--- config.mk ---
export PLATFORM = sky130hd
export DESIGN_NAME = priority_sorted_task_table_core
export DESIGN_NICKNAME = d
export VERILOG_FILES = /design/src/rtl/pstt_pkg.sv /design/src/rtl/priority_sorted_task_table_core.sv /design/src/rtl/pstt_ram.sv /design/src/rtl/pstt_dp.sv /design/src/rtl/pstt_seq.sv
export VERILOG_INCLUDE_DIRS = /design/src /design/src/rtl
export SDC_FILE = /design/constraint.sdc
export NUM_CORES = 1
export LEC_CHECK = 0
export ABC_AREA = 1
export BUFFER_PORTS_ARGS = -buffer_cell sky130_fd_sc_hd__buf_2
export CAP_MARGIN = 20
export CELL_PAD_IN_SITES_DETAIL_PLACEMENT = 1
export CELL_PAD_IN_SITES_GLOBAL_PLACEMENT = 1
export CORE_ASPECT_RATIO = 0.6
export CORE_MARGIN = 2
export CORE_UTILIZATION = 35
export DETAILED_ROUTE_END_ITERATION = 8
export PLACE_DENSITY = 0.59
export SLEW_MARGIN = 20
export SYNTH_ARGS = -nofsm -noshare
export SYNTH_HDL_FRONTEND = slang
export SYNTH_HIERARCHICAL = 1
export SYNTH_SLANG_ARGS = --single-unit
export TNS_END_PERCENT = 30
--- constraint.sdc ---
create_clock -name clk -period 5.3 [get_ports clk]
set_clock_uncertainty 0.05 [all_clocks]
set_input_delay 1.06 -clock clk [delete_from_list [all_inputs] [get_ports clk]]
set_output_delay 1.06 -clock clk [all_outputs]
set_load 0.05 [all_outputs]
--- src/rtl/priority_sorted_task_table_core_assert.svh ---
// assertion macros shared by the task table rtl
// expects clk and rst (synchronous, active high) in the enclosing module
`ifndef PRIORITY_SORTED_TASK_TABLE_CORE_ASSERT_SVH
`define PRIORITY_SORTED_TASK_TABLE_CORE_ASSERT_SVH

// same-cycle implication, checked outside reset
`define PSTT_CHECK(label, ante, cons, msg) \
  label: assert property (@(posedge clk) disable iff (rst) (ante) |-> (cons)) else $error(msg);

// next-cycle implication, checked outside reset
`define PSTT_CHECK_NEXT(label, ante, cons, msg) \
  label: assert property (@(posedge clk) disable iff (rst) (ante) |=> (cons)) else $error(msg);

`endif

--- src/rtl/pstt_pkg.sv ---
// shared types and constants for the priority sorted task table
// micro-op encodings, control word, datapath flags, beat layouts; no dependencies
package pstt_pkg;

  // field widths of one input and one result beat
  localparam int FUNC_W   = 2;
  localparam int PRIO_W   = 8;
  localparam int IDW      = 16;
  localparam int STATUS_W = 2;

  // input tdata layout, lowest bit first
  localparam int FUNC_LSB   = 0;
  localparam int PRIO_LSB   = FUNC_LSB + FUNC_W;
  localparam int ID_LSB     = PRIO_LSB + PRIO_W;
  localparam int MINP_LSB   = ID_LSB + IDW;
  localparam int IN_USED_W  = MINP_LSB + PRIO_W;
  localparam int IN_TDATA_W = ((IN_USED_W + 7) / 8) * 8;

  // output tdata layout, lowest bit first
  localparam int OUT_USED_W  = STATUS_W + PRIO_W + IDW;
  localparam int OUT_TDATA_W = ((OUT_USED_W + 7) / 8) * 8;
  localparam int OUT_PAD_W   = OUT_TDATA_W - OUT_USED_W;

  // results reported by one list request
  localparam int MAX_RESULTS = 16;
  localparam int RES_W       = $clog2(MAX_RESULTS + 1);

  typedef enum logic [FUNC_W-1:0] {
    FN_INSERT = 2'd0,
    FN_REMOVE = 2'd1,
    FN_LIST   = 2'd2,
    FN_NOP    = 2'd3
  } func_t;

  typedef enum logic [STATUS_W-1:0] {
    ST_OK      = 2'd0,
    ST_FULL    = 2'd1,
    ST_MISSING = 2'd2
  } status_t;

  // microprogram step addresses
  typedef enum logic [3:0] {
    S_IDLE,
    S_INS0,
    S_INS1,
    S_INS2,
    S_REM0,
    S_REM1,
    S_REM2,
    S_REM3,
    S_REM4,
    S_LST0,
    S_LST1,
    S_LST2,
    S_RES_OK,
    S_RES_FULL,
    S_RES_MISS
  } step_t;

  // branch conditions
  typedef enum logic [2:0] {
    C_NEVER,
    C_NO_IN,
    C_FULL,
    C_INS_STOP,
    C_SCAN_DONE,
    C_IDX_END,
    C_SHIFT_END,
    C_LIST_END
  } cond_t;

  typedef enum logic [2:0] {
    IDX_KEEP,
    IDX_ZERO,
    IDX_COUNT,
    IDX_INC,
    IDX_DEC
  } idx_op_t;

  typedef enum logic [1:0] {
    OFF_ZERO,
    OFF_PLUS,
    OFF_MINUS
  } rd_off_t;

  typedef enum logic [1:0] {
    WR_NONE,
    WR_SHIFT,
    WR_NEW
  } wr_op_t;

  typedef enum logic [1:0] {
    CNT_KEEP,
    CNT_INC,
    CNT_DEC
  } cnt_op_t;

  typedef enum logic [1:0] {
    EM_NONE,
    EM_STATUS,
    EM_PEND,
    EM_FINAL
  } emit_t;

  // one word of the control store
  typedef struct packed {
    cond_t   cond;
    step_t   tgt;
    step_t   nxt;
    logic    dispatch;
    logic    in_ready;
    logic    load;
    idx_op_t idx_op;
    rd_off_t rd_off;
    wr_op_t  wr_op;
    cnt_op_t cnt_op;
    emit_t   emit;
    status_t status;
    logic    capture;
  } uword_t;

  // actions handed to the datapath after branch and stall gating
  typedef struct packed {
    logic    load;
    idx_op_t idx_op;
    rd_off_t rd_off;
    wr_op_t  wr_op;
    cnt_op_t cnt_op;
    emit_t   emit;
    status_t status;
    logic    capture;
  } ctl_t;

  // datapath tests seen by the sequencer
  typedef struct packed {
    logic full;
    logic ins_stop;
    logic scan_done;
    logic idx_end;
    logic shift_end;
    logic list_end;
    logic list_hit;
    logic pend_hold;
    logic out_free;
  } flags_t;

endpackage

--- src/rtl/priority_sorted_task_table_core.sv ---
// top level of the priority sorted task table
// ties the microcoded sequencer to the datapath; uses pstt_pkg, pstt_seq, pstt_dp

// Task table kept in descending priority order, equal priorities in arrival
// order, one request at a time. s_tready is high only while the block waits
// for a request; every request yields at least one result beat, and the last
// beat of a request has m_tlast set. The entries live in one simple dual-port
// ram and a microprogram walks them one entry per cycle through its single
// read port, except while a step that emits a result waits for the result
// channel to take the beat it still holds. A request is taken in the idle
// step, which the microprogram returns to after each operation.
// No clearing pass after reset.
module priority_sorted_task_table_core #(
  parameter int CAPACITY = 16,
  parameter int ID_BITS  = 16
) (
  input  logic                             clk,
  input  logic                             rst,
  input  logic                             s_tvalid,
  output logic                             s_tready,
  // func, priority_req, task_id, min_prio, zero pad
  input  logic [pstt_pkg::IN_TDATA_W-1:0]  s_tdata,
  output logic                             m_tvalid,
  input  logic                             m_tready,
  // status, out_priority, out_id, zero pad
  output logic [pstt_pkg::OUT_TDATA_W-1:0] m_tdata,
  // entry_valid
  output logic                             m_tuser,
  output logic                             m_tlast
);
  import pstt_pkg::*;

  ctl_t   ctl;
  flags_t flags;
  func_t  in_func;

  assign in_func = func_t'(s_tdata[FUNC_LSB +: FUNC_W]);

  // control
  pstt_seq u_seq (
    .clk      (clk),
    .rst      (rst),
    .in_valid (s_tvalid),
    .in_func  (in_func),
    .flags    (flags),
    .in_ready (s_tready),
    .ctl      (ctl)
  );

  // storage and result path
  pstt_dp #(
    .CAPACITY (CAPACITY),
    .ID_BITS  (ID_BITS)
  ) u_dp (
    .clk     (clk),
    .rst     (rst),
    .in_data (s_tdata),
    .ctl     (ctl),
    .m_ready (m_tready),
    .flags   (flags),
    .m_valid (m_tvalid),
    .m_data  (m_tdata),
    .m_user  (m_tuser),
    .m_last  (m_tlast)
  );

endmodule

--- src/rtl/pstt_ram.sv ---
// generic simple dual-port ram, one write port and one registered read port
// no dependencies
module pstt_ram #(
  parameter int WIDTH = 24,
  parameter int DEPTH = 16,
  localparam int AW = (DEPTH > 1) ? $clog2(DEPTH) : 1
) (
  input  logic             clk,
  input  logic             we,
  input  logic [AW-1:0]    waddr,
  input  logic [WIDTH-1:0] wdata,
  input  logic [AW-1:0]    raddr,
  output logic [WIDTH-1:0] rdata
);

  logic [WIDTH-1:0] mem [DEPTH];

  // write port
  always_ff @(posedge clk) begin
    if (we) begin
      mem[waddr] <= wdata;
    end
  end

  // registered read port
  always_ff @(posedge clk) begin
    rdata <= mem[raddr];
  end

endmodule

--- src/rtl/pstt_dp.sv ---
// task table datapath: entry ram, walk index, entry count, list pending slot
// and the result register; uses pstt_pkg, pstt_ram and the assertion header
`include "priority_sorted_task_table_core_assert.svh"

module pstt_dp #(
  parameter int CAPACITY = 16,
  parameter int ID_BITS  = 16
) (
  input  logic                             clk,
  input  logic                             rst,
  input  logic [pstt_pkg::IN_TDATA_W-1:0]  in_data,
  input  pstt_pkg::ctl_t                   ctl,
  input  logic                             m_ready,
  output pstt_pkg::flags_t                 flags,
  output logic                             m_valid,
  output logic [pstt_pkg::OUT_TDATA_W-1:0] m_data,
  output logic                             m_user,
  output logic                             m_last
);
  import pstt_pkg::*;

  localparam int AW = (CAPACITY > 1) ? $clog2(CAPACITY) : 1;
  localparam int CW = $clog2(CAPACITY + 1);
  localparam int EW = PRIO_W + ID_BITS;

  logic [PRIO_W-1:0]      prio_r;
  logic [ID_BITS-1:0]     key_r;
  logic [PRIO_W-1:0]      minp_r;
  logic [CW-1:0]          idx;
  logic [CW-1:0]          idx_next;
  logic [CW-1:0]          count;
  logic [RES_W-1:0]       n;
  logic                   hold;
  logic [PRIO_W-1:0]      pend_prio;
  logic [ID_BITS-1:0]     pend_key;
  logic [IDW-1:0]         pend_id;
  logic [ID_BITS+IDW-1:0] key_wide;
  logic [ID_BITS+IDW-1:0] id_wide;
  logic [ID_BITS-1:0]     key_in;
  logic [CW:0]            ra_wide;
  logic [AW-1:0]          raddr;
  logic                   we;
  logic [EW-1:0]          wdata;
  logic [EW-1:0]          rdata;
  logic [PRIO_W-1:0]      rd_prio;
  logic [ID_BITS-1:0]     rd_key;
  status_t                out_status;
  logic                   out_ev;
  logic [PRIO_W-1:0]      out_prio;
  logic [IDW-1:0]         out_id;
  logic                   out_last;

  // key taken to the stored width, low bits kept
  assign key_wide = {{ID_BITS{1'b0}}, in_data[ID_LSB +: IDW]};
  assign key_in   = key_wide[ID_BITS-1:0];

  // low result bits of the pending key
  assign id_wide = {{IDW{1'b0}}, pend_key};
  assign pend_id = id_wide[IDW-1:0];

  assign rd_prio = rdata[EW-1 -: PRIO_W];
  assign rd_key  = rdata[ID_BITS-1:0];

  // request fields, held for the whole operation
  always_ff @(posedge clk) begin
    if (ctl.load) begin
      prio_r <= in_data[PRIO_LSB +: PRIO_W];
      key_r  <= key_in;
      minp_r <= in_data[MINP_LSB +: PRIO_W];
    end
  end

  // walk index
  always_comb begin
    unique case (ctl.idx_op)
      IDX_KEEP:  idx_next = idx;
      IDX_ZERO:  idx_next = '0;
      IDX_COUNT: idx_next = count;
      IDX_INC:   idx_next = idx + CW'(1);
      IDX_DEC:   idx_next = idx - CW'(1);
      default:   idx_next = idx;
    endcase
  end

  always_ff @(posedge clk) begin
    if (rst) begin
      idx <= '0;
    end else begin
      idx <= idx_next;
    end
  end

  // read address follows the next index so data lines up with the next step
  always_comb begin
    unique case (ctl.rd_off)
      OFF_ZERO:  ra_wide = {1'b0, idx_next};
      OFF_PLUS:  ra_wide = {1'b0, idx_next} + (CW+1)'(1);
      OFF_MINUS: ra_wide = {1'b0, idx_next} - (CW+1)'(1);
      default:   ra_wide = {1'b0, idx_next};
    endcase
  end
  assign raddr = ra_wide[AW-1:0];

  // write port: moved neighbour or the new pair
  assign we    = (ctl.wr_op != WR_NONE);
  assign wdata = (ctl.wr_op == WR_NEW) ? {prio_r, key_r} : rdata;

  pstt_ram #(
    .WIDTH (EW),
    .DEPTH (CAPACITY)
  ) u_entries (
    .clk   (clk),
    .we    (we),
    .waddr (idx[AW-1:0]),
    .wdata (wdata),
    .raddr (raddr),
    .rdata (rdata)
  );

  // entries in use
  always_ff @(posedge clk) begin
    if (rst) begin
      count <= '0;
    end else begin
      unique case (ctl.cnt_op)
        CNT_INC: count <= count + CW'(1);
        CNT_DEC: count <= count - CW'(1);
        default: count <= count;
      endcase
    end
  end

  // list pending slot and match count
  always_ff @(posedge clk) begin
    if (rst) begin
      hold <= 1'b0;
      n    <= '0;
    end else if (ctl.load) begin
      hold <= 1'b0;
      n    <= '0;
    end else if (ctl.capture) begin
      hold <= 1'b1;
      n    <= n + RES_W'(1);
    end
  end

  always_ff @(posedge clk) begin
    if (ctl.capture) begin
      pend_prio <= rd_prio;
      pend_key  <= rd_key;
    end
  end

  // result register
  always_ff @(posedge clk) begin
    if (rst) begin
      m_valid <= 1'b0;
    end else if (ctl.emit != EM_NONE) begin
      m_valid <= 1'b1;
    end else if (m_ready) begin
      m_valid <= 1'b0;
    end
  end

  always_ff @(posedge clk) begin
    unique case (ctl.emit)
      EM_STATUS: begin
        out_status <= ctl.status;
        out_ev     <= 1'b0;
        out_prio   <= '0;
        out_id     <= '0;
        out_last   <= 1'b1;
      end
      EM_PEND: begin
        out_status <= ST_OK;
        out_ev     <= 1'b1;
        out_prio   <= pend_prio;
        out_id     <= pend_id;
        out_last   <= 1'b0;
      end
      EM_FINAL: begin
        out_status <= ST_OK;
        out_ev     <= hold;
        out_prio   <= hold ? pend_prio : '0;
        out_id     <= hold ? pend_id : '0;
        out_last   <= 1'b1;
      end
      default: begin
        out_status <= out_status;
      end
    endcase
  end

  assign m_data = {{OUT_PAD_W{1'b0}}, out_id, out_prio, out_status};
  assign m_user = out_ev;
  assign m_last = out_last;

  // tests for the sequencer
  always_comb begin
    flags.full      = (count == CW'(CAPACITY));
    flags.idx_end   = (idx == count);
    flags.ins_stop  = (idx == '0) || (rd_prio >= prio_r);
    flags.scan_done = (idx == count) || (rd_key == key_r);
    flags.shift_end = (({1'b0, idx} + (CW+1)'(1)) >= {1'b0, count});
    flags.list_end  = (idx == count) || (n == RES_W'(MAX_RESULTS));
    flags.list_hit  = (rd_prio >= minp_r);
    flags.pend_hold = hold;
    flags.out_free  = !m_valid || m_ready;
  end

  `PSTT_CHECK(a_emit_when_free, ctl.emit != EM_NONE, !m_valid || m_ready, "result over a held beat")
  `PSTT_CHECK(a_write_in_table, we, (idx < CAPACITY) && (idx <= count), "entry write out of table")
  `PSTT_CHECK(a_grow_not_full, ctl.cnt_op == CNT_INC, count < CAPACITY, "insert into full table")
  `PSTT_CHECK(a_shrink_not_empty, ctl.cnt_op == CNT_DEC, count != '0, "remove from empty table")

endmodule

--- src/rtl/pstt_seq.sv ---
// microcoded sequencer: control store, step counter, branch and stall logic
// uses pstt_pkg and the assertion header
`include "priority_sorted_task_table_core_assert.svh"

module pstt_seq (
  input  logic             clk,
  input  logic             rst,
  input  logic             in_valid,
  input  pstt_pkg::func_t  in_func,
  input  pstt_pkg::flags_t flags,
  output logic             in_ready,
  output pstt_pkg::ctl_t   ctl
);
  import pstt_pkg::*;

  step_t  upc;
  step_t  upc_next;
  uword_t uw;
  logic   cond_hit;
  logic   emit_want;
  logic   stall;
  logic   act;

  // control store
  function automatic uword_t urom(step_t s);
    uword_t w;
    w.cond     = C_NEVER;
    w.tgt      = S_IDLE;
    w.nxt      = S_IDLE;
    w.dispatch = 1'b0;
    w.in_ready = 1'b0;
    w.load     = 1'b0;
    w.idx_op   = IDX_KEEP;
    w.rd_off   = OFF_ZERO;
    w.wr_op    = WR_NONE;
    w.cnt_op   = CNT_KEEP;
    w.emit     = EM_NONE;
    w.status   = ST_OK;
    w.capture  = 1'b0;
    unique case (s)
      S_IDLE: begin
        w.cond     = C_NO_IN;
        w.tgt      = S_IDLE;
        w.dispatch = 1'b1;
        w.in_ready = 1'b1;
        w.load     = 1'b1;
      end
      // insert: walk down from the tail moving lower priorities up a slot
      S_INS0: begin
        w.cond   = C_FULL;
        w.tgt    = S_RES_FULL;
        w.idx_op = IDX_COUNT;
        w.rd_off = OFF_MINUS;
        w.nxt    = S_INS1;
      end
      S_INS1: begin
        w.cond   = C_INS_STOP;
        w.tgt    = S_INS2;
        w.wr_op  = WR_SHIFT;
        w.idx_op = IDX_DEC;
        w.rd_off = OFF_MINUS;
        w.nxt    = S_INS1;
      end
      S_INS2: begin
        w.wr_op  = WR_NEW;
        w.cnt_op = CNT_INC;
        w.nxt    = S_RES_OK;
      end
      // remove: find the first key match, then close the gap
      S_REM0: begin
        w.idx_op = IDX_ZERO;
        w.nxt    = S_REM1;
      end
      S_REM1: begin
        w.cond   = C_SCAN_DONE;
        w.tgt    = S_REM2;
        w.idx_op = IDX_INC;
        w.nxt    = S_REM1;
      end
      S_REM2: begin
        w.cond   = C_IDX_END;
        w.tgt    = S_RES_MISS;
        w.rd_off = OFF_PLUS;
        w.nxt    = S_REM3;
      end
      S_REM3: begin
        w.cond   = C_SHIFT_END;
        w.tgt    = S_REM4;
        w.wr_op  = WR_SHIFT;
        w.idx_op = IDX_INC;
        w.rd_off = OFF_PLUS;
        w.nxt    = S_REM3;
      end
      S_REM4: begin
        w.cnt_op = CNT_DEC;
        w.nxt    = S_RES_OK;
      end
      // list: one match held back so the final beat can carry last
      S_LST0: begin
        w.idx_op = IDX_ZERO;
        w.nxt    = S_LST1;
      end
      S_LST1: begin
        w.cond    = C_LIST_END;
        w.tgt     = S_LST2;
        w.emit    = EM_PEND;
        w.capture = 1'b1;
        w.idx_op  = IDX_INC;
        w.nxt     = S_LST1;
      end
      S_LST2: begin
        w.emit = EM_FINAL;
        w.nxt  = S_IDLE;
      end
      S_RES_OK: begin
        w.emit   = EM_STATUS;
        w.status = ST_OK;
        w.nxt    = S_IDLE;
      end
      S_RES_FULL: begin
        w.emit   = EM_STATUS;
        w.status = ST_FULL;
        w.nxt    = S_IDLE;
      end
      S_RES_MISS: begin
        w.emit   = EM_STATUS;
        w.status = ST_MISSING;
        w.nxt    = S_IDLE;
      end
      default: begin
        w.nxt = S_IDLE;
      end
    endcase
    return w;
  endfunction

  // entry step of each operation
  function automatic step_t dispatch_to(func_t f);
    step_t d;
    unique case (f)
      FN_INSERT: d = S_INS0;
      FN_REMOVE: d = S_REM0;
      FN_LIST:   d = S_LST0;
      FN_NOP:    d = S_RES_OK;
      default:   d = S_RES_OK;
    endcase
    return d;
  endfunction

  // step counter
  always_ff @(posedge clk) begin
    if (rst) begin
      upc <= S_IDLE;
    end else begin
      upc <= upc_next;
    end
  end

  // branch select, stall and action gating
  always_comb begin
    uw = urom(upc);

    unique case (uw.cond)
      C_NEVER:     cond_hit = 1'b0;
      C_NO_IN:     cond_hit = !in_valid;
      C_FULL:      cond_hit = flags.full;
      C_INS_STOP:  cond_hit = flags.ins_stop;
      C_SCAN_DONE: cond_hit = flags.scan_done;
      C_IDX_END:   cond_hit = flags.idx_end;
      C_SHIFT_END: cond_hit = flags.shift_end;
      C_LIST_END:  cond_hit = flags.list_end;
      default:     cond_hit = 1'b0;
    endcase

    unique case (uw.emit) inside
      EM_STATUS, EM_FINAL: emit_want = 1'b1;
      EM_PEND:             emit_want = flags.list_hit && flags.pend_hold;
      default:             emit_want = 1'b0;
    endcase

    stall = emit_want && !flags.out_free;
    act   = !cond_hit && !stall;

    if (cond_hit) begin
      upc_next = uw.tgt;
    end else if (stall) begin
      upc_next = upc;
    end else if (uw.dispatch) begin
      upc_next = dispatch_to(in_func);
    end else begin
      upc_next = uw.nxt;
    end

    in_ready    = uw.in_ready;
    ctl.load    = act && uw.load;
    ctl.idx_op  = act ? uw.idx_op : IDX_KEEP;
    ctl.rd_off  = uw.rd_off;
    ctl.wr_op   = act ? uw.wr_op : WR_NONE;
    ctl.cnt_op  = act ? uw.cnt_op : CNT_KEEP;
    ctl.emit    = (act && emit_want) ? uw.emit : EM_NONE;
    ctl.status  = uw.status;
    ctl.capture = act && uw.capture && flags.list_hit;
  end

  `PSTT_CHECK_NEXT(a_accept_starts_op, in_valid && in_ready, upc != S_IDLE, "request taken but no op run")

endmodule

; ---- Yosys cells after proc, flatten, opt, wreduce, memory -nomap -nowiden
; Memory sizes are Yosys's and may differ from the RTL's. A register that Yosys moved wholly into a read port is not among the register bits.
; Cells that the tools add are included.
[word_totals]
ff_bits = 105
latchBits = 0
ram_bits = 384
romBits = 0
input_bits = 44
out_inout_bits = 36
word_cells = 147
memories = 1
[mem_list]
columns = name, depth, width, read_ports, rd_clocked_by_memory_dff, write_ports, line_no
row1 = u_dp.u_entries.mem, 16, 24, 1, 1, 1, pstt_ram.sv:16  ; logic [WIDTH-1:0] mem [DEPTH];
[classes]
add_sub_neg = 8
multipliers = 0
div_mod_pow = 0
n_lt_le_gt_ge = 3
n_eq_ne = 44
n_shift = 0
mux = 35
bitwise = 0
n_reduce_logical = 40
[op_table]
columns = op, n
row1 = 7-bit case mux with 7 select lines, 1
row2 = 16-bit case mux with 3 select lines, 1
row3 = 4-bit == test (second input constant), 7
row4 = 24-bit two-way mux, 1
row5 = 8-bit case mux with 3 select lines, 1
row6 = 2-bit OR reduction, 11
row7 = 2-bit case mux with 2 select lines, 5
row8 = 4-bit case mux with 5 select lines, 1
row9 = 5-bit case mux with 4 select lines, 1
row10 = 2-bit == test (second input constant), 9
row11 = 16-bit == test, 1
row12 = 4-bit by 3-bit == test with 1-bit output (second input constant), 4
row13 = 8-bit greater-or-equal comparator, 2
row14 = 16-bit two-way mux, 1
row15 = 4-bit case mux with 4 select lines, 1
row16 = 5-bit by 1-bit adder with 5-bit output (second input constant), 3
row17 = 3-bit == test (second input constant), 5
row18 = 3-bit by 2-bit == test with 1-bit output (second input constant), 4
row19 = 4-bit two-way mux, 3
row20 = 3-bit case mux with 4 select lines, 1
row21 = 2-bit nonzero test, 6
row22 = 2-bit by 1-bit == test with 1-bit output (second input constant), 5
row23 = 5-bit == test (second input constant), 2
row24 = 5-bit case mux with 2 select lines, 1
row25 = other kinds (28), 53

; ---- Longest topological paths before layout
; Gate-level depths: netlist (run 1).
[depth]
word_depth = 14
depth_mapped = 36
mapped_depth_nobuf = 34

; ---- By module
; The synthesis (run 1) kept the hierarchy.
[modules_own_cells]
columns = module, n_inst, cells_each, area_per_inst_um2, seq_area_each_um2
row1 = pstt_ram, 1, 1597, 16951.3, 12011.5
row2 = pstt_dp, 1, 494, 5134.9, 2862.7
row3 = pstt_seq, 1, 109, 564.3, 80.1

; ---- Worst setup path after synthesis (run 1)
; Ideal clock, no wire load.
[synth_path]
path_kind = reg2reg
startpoint = register u_dp.idx[1]
endpoint = register u_dp.u_entries.rdata[12], read port of u_dp.u_entries.mem
setup_ns = 0.114
arrival_ns = 4.865
required_time_ns = 5.136
setup_slack_ns = 0.271
stages_incl_launch_ff = 29
path_buffers = 2
synth_period_minus_slack_ns = 5.029
cell_sequence = dfxtp_1 -> inv_1 -> ha_1 -> ha_1 -> a21boi_0 -> o21a_1 -> o21a_1 -> o21ai_0 -> nand2_1 -> nand3_1 -> nand2_1 -> nor2_4 -> nand2_4 -> inv_2 -> nand2_4 -> nor2_1 -> nor2_1 -> nand2_2 -> fa_1 -> o221ai_1 -> o21ai_2 -> fa_1 -> xor2_1 -> o21ai_0 -> buf_2 -> buf_1 -> nand3_1 -> nand3_1 -> nand2_1
[synth_lines]
columns = item, line_no
row1 = start: declaration, pstt_dp.sv:29  ; logic [CW-1:0] idx;
row2 = start signal: assignment, pstt_dp.sv:89  ; idx <= idx_next;
row3 = end: declaration, pstt_ram.sv:13  ; output logic [WIDTH-1:0] rdata

==> results.toml, run 1 <==
[global_route]
grt_pass1_wl_mm = 99.6
grt_max_degree = 105
grt.total_usage = 0.198
overflow = 0
grt_antenna_before_repair = 1
grt_pass1_vias = 15726

[sta]
slew_viol_final = 0
fin_crit_sh = 0.949
timing_worst_slew_pin_value_ps = 932
hold_viol = 0
tns_ps = 0
max_freq_mhz = 199
slew_headroom = 0.377
rsz0062_at_grt = "no"
final-setup-viol-count = 0
period_needed_ps = 5030

[synthesis]
synthMuxAreaShare = 0.00597
synth.most_common_cell = "nand2_1"
synth-xor-area-share = 0.00928
synth_compound_area_frac = 0.0207
synth_area_per_cell_um2 = 10.3
synth_fa_ha_area_frac = 0.0220
ys_seq_area_frac = 0.660
synth-async-reset-ratio = 0
yosysWarningCount = 6
post_synth_inst_count = 2200
synth_area_leaders = "edfxtp_1, nand2_1, nand3_1"
ys_ff_latch = 513
yosys.area.top_type = "edfxtp_1"
ys_top_cells_by_count = "nand2_1, edfxtp_1, inv_1, nand3_1, nor2_1"
synthSimpleGateAreaFrac = 0.193
synth_ff_type = "edfxtp_1"
netlist.area_leader.share = 0.620
synth.distinct_cells = 40
synth-edff-count = 468
synth_top_family_by_area = "simple AND/OR/NAND/NOR gates"
netlist_area_um2 = 22700

[floorplanning]
dieWidth_um = 332
die-area_um2 = 66800
ios = 80
rows = 72
design.core.area_um2 = 64200
start_util = 0.353
die_y_um = 201

[finish]
final_cell_area_um2 = 26200
syn_to_final_growth_pct = 15.7
final_nets = 2393
drive_gt1_frac = 0.121
diodes = 0

[worst_setup_path]
cpPeakStageDelay_ps = 420
worstPathRequired_ps = 5720
cp-end-kind = "flop"
cp.arrival_ps = 5450
crit_type = "flop to flop"
crit_slowest_cell = "fa_1"
startpoint_type = "flop"
critPathMaxFanout = 26

[job]
max_cap_violations = 0

[clock_tree]
cts_setup_buffers = 0
clk_latency_ps = 590
htreeDepth = 2
clkTransAtPathRegs_ps = 70
clockBufferDepth = 3
cts_buffers = 49
postCtsResizedCells = 0
cts_tree = "done"
postCtsHoldBufs = 0
clock-sinks = 513
root_buffer = "clkbuf_16"

[placed_design]
gp_congestion = 0.777
place_area_um2 = 24600
numPortBuffers = 67
dp_hpwl_mm = 40.9

[routing]
viasPerCell = 4.84
drt_iter0_markers = 1194
vias = 15509
wl_per_cell_um = 20.7
ant_nets = 0
drtPass1Iterations = 5
routed_wl_mm = 66.3
drcViolationCount = 0

[status]
status = "complete, no violations"

[hold_path]
hold_path.class = "flop to flop"
[critical path: cells and delay by family, from the launching register on]
| family | cells | cell delay (ps) |
|---|---|---|
| fa+ha+maj | 4 | 1420 |
| simple gates | 11 | 1040 |
| xor+xnor | 1 | 210 |
| buf+inv | 3 | 410 |
| flops | 1 | 360 |
| compound gates | 8 | 1360 |
[layout by cell type (no fill, tap or decap), drive strengths merged, types with 4 or more instances in the layout]
cell type and count:
ha 35, mux2 12, nand3 316, clkinv 23
nand4 7, inv 407, o21ai 35, xnor2 8
or2 4, buf 147, a21oi 32, nand2 601
dfxtp 45, edfxtp 468, clkbuf 62, nor2 91
conb 6, xor2 16, nor3 7
[worst paths after layout]
check	start	endpoint	slack, ps	depth (start not counted)
setup / recovery	u_dp/idx[0]	u_dp/u_entries/rdata[20]	270	27
hold / removal	u_dp/u_entries/rdata[15]	u_dp/pend_id[15]	430	0
setup reg to reg	u_dp/idx[0]	u_dp/u_entries/rdata[20]	270	27
hold reg to reg	u_dp/u_entries/rdata[15]	u_dp/pend_id[15]	430	0
[logic make-up after synthesis]
family / Yosys count
other: 1
AOI/OAI and AO/OA: 83
muxes: 12
buffers and inverters: 497
xor gates and xnor gates: 24
adders and majority gates: 38
and+or+nand+nor: 1032
DFF: 513
[registers in the layout, indices dropped and copies added, names as in the netlist, 8 cells and up]
register,cells
u_dp/out_prio,8
u_dp/out_id,16
u_dp/minp_r,8
u_dp/u_entries/mem,384
u_dp/key_r,16
u_dp/u_entries/rdata,24
u_dp/prio_r,8
u_dp/pend_prio,8
u_dp/pend_id,16
[layout make-up]
type / instances / area [µm²]
tap: 851 / 1060
fill: 7094 / 38000
clock inverter: 29 / 238
clock buffer: 62 / 1320
timing repair buffer: 147 / 1180
inverter: 405 / 1530
multi-input combinational: 1195 / 5930
sequential: 513 / 15000
[metal layers]
| metal | up-vias | track usage | wire, µm |
|---|---|---|---|
| met4 | 0 | 0.0352 | 1040 |
| met5 | - | 0 | 0 |
| met3 | 70 | 0.0283 | 2780 |
| met1 | 7804 | 0.300 | 33500 |
| met2 | 273 | 0.303 | 29000 |
| li1 | 7362 | - | - |
[stage by stage]
step | instances | worst slack (ps) | hold slack [ps] | utilization
final | 3202 | 270 | 431 | 0.408
after global routing | 3202 | 3.51 | 450 | 0.408
after CTS | 3201 | 120 | 435 | 0.407
after detailed placement | 3110 | 176 | 416 | 0.383
after global placement | 3110 | 260 | 410 | 0.383
after floorplan | 2205 | 271 | 358 | -
Power of run 1 is left out: the tool's default activity adds up to more than one toggle a clock period on the data nets, which glitch-free logic cannot reach.
==> run 2: changes to the inputs <==
CORE_MARGIN = 8   (was 2)
==> run 2 against run 1 <==
Effect of this change: via count rose by 0.54%; global-route usage down 2.0 points; worst setup slack better by 18 ps; first-iteration DRC count down 5.4%; critical endpoint is now u_dp/u_entries/rdata[23]; largest cell class unchanged.
==> results.toml, run 2 (synthesized netlist as in run 1, its figures left out) <==
[routing]
viasPerCell = 4.83
highest_layer = "met4"
wl_per_cell_um = 20.5
drt_iter0_markers = 1130
drtPass1Iterations = 5
ant_nets = 0
routed_wl_mm = 66.2
wl_met3_mm = 3.04
met2_length_mm = 28.2
wl_met1_mm = 33.7
vias = 15592
drcViolationCount = 0

[placed_design]
gp_congestion = 0.823
place_area_um2 = 24700
numPortBuffers = 67
dp_hpwl_mm = 41.8

[status]
status = "complete, no violations"

[clock_tree]
clkTransAtPathRegs_ps = 60
postCtsHoldBufs = 0
htreeDepth = 2
clock-sinks = 513
clockBufferDepth = 3
root_buffer = "clkbuf_16"
clk_latency_ps = 590
cts_tree = "done"
cts_buffers = 48

[worst_setup_path]
cp.buffers_inverters = 3
r2r_slack_ps = 290
crit_start = "u_dp/idx[1]"
startpoint_type = "flop"
worstPathRequired_ps = 5720
cp-end-kind = "flop"
crit_slowest_cell = "fa_1"
cp_top_family = "adder cells"
critPathMaxFanout = 20
worstReg2RegEnd = "u_dp/u_entries/rdata[23]"
reg2reg_from = "u_dp/idx[1]"
cp.depth = 27
crit_type = "flop to flop"
cpPeakStageDelay_ps = 440
r2r_cells = 27
cp.arrival_ps = 5430

[sta]
rsz0062_at_grt = "no"
fin_crit_sh = 0.946
hold_viol = 0
slew_viol_final = 0
timing_worst_slew_pin_value_ps = 943
max_freq_mhz = 199
tns_ps = 0
slew_headroom = 0.370
final-setup-viol-count = 0
period_needed_ps = 5010

[finish]
syn_to_final_growth_pct = 17.0
largestRegisters = "u_dp/u_entries/mem: 384 flops, u_dp/u_entries/rdata: 24 flops"
largest_register_ffs = 384
largest_register = "u_dp/u_entries/mem"
fillers = 7084
final_cell_area_um2 = 26500
final_common_cell = "nand2_1"
final_cell_mix = "nand2_1, edfxtp_1, inv_1"
drive_gt1_frac = 0.131
final_nets = 2417

[floorplanning]
ios = 80
dieWidth_um = 344
die_y_um = 213
rows = 72
design.core.area_um2 = 64200
die-area_um2 = 73400
start_util = 0.353

[hold_path]
min_from = "u_dp/hold"
hold_end = "u_dp/hold"
hold_path.class = "flop to flop"
hold_depth = 2

[job]
max_cap_violations = 0

[global_route]
grt_pass1_wl_mm = 99.1
grt.total_usage = 0.178
grt_max_degree = 115
grt_pass1_vias = 16139
overflow = 0
grt_antenna_before_repair = 0
run 2: changes by cell type in the layout (fill, tap and decap cells not counted), sizes merged:
| cell | previous run | this run |
|---|---|---|
| buf | 147 | 171 |
| bufinv | 3 | 2 |
| clkbuf | 62 | 80 |
| clkinv | 23 | 9 |
| diode | 0 | 1 |
| inv | 407 | 404 |
run 2: repair_timing:
item,in CTS,in global routing
setup endpoints to repair,0,24
gates resized for setup,0,23
setup buffers,0,1
run 2: how the worst max path moves through the flow:
stage,to,slack (ps)
6_report,u_dp/u_entries/rdata[23],290
3_5_place_dp,u_dp/u_entries/rdata[13],150
4_1_cts,u_dp/u_entries/rdata[13],120
2_1_floorplan,u_dp/u_entries/rdata[12],270
5_1_grt,u_dp/u_entries/rdata[15],0.3
3_3_place_gp,u_dp/u_entries/rdata[13],230
run 2: through the flow:
stage	std cells	setup WS (ps)	hold slack [ps]	utilization
after floorplan	2205	271	358	-
after global placement	3131	228	424	0.385
after detailed placement	3132	149	435	0.385
after CTS	3222	119	441	0.409
after global routing	3226	0.310	465	0.412
final	3227	287	441	0.412
run 2: final cells by class:
| class | count | area [µm²] | area share |
|---|---|---|---|
| timing repair buffer | 172 | 1410 | 0.0533 |
| clock inverter | 11 | 119 | 0.00449 |
| antenna | 1 | 2.50 | 0.0000944 |
| sequential | 513 | 15000 | 0.564 |
| multi-input combinational | 1195 | 5960 | 0.225 |
| clock buffer | 79 | 1450 | 0.0547 |
| tap | 851 | 1060 | 0.0402 |
| inverter | 405 | 1530 | 0.0578 |
run 2: worst min-delay path: stages, from the launching register on:
cell and delay [ps]:
dfxtp_1 310, inv_1 70, a21oi_1 60
run 2: routing by layer:
metal	track usage	up-vias
met5	0	-
met4	0.0375	0
met3	0.0343	91
met2	0.267	261
met1	0.266	7824
li1	-	7416
Power of run 2 is left out for the same reason.
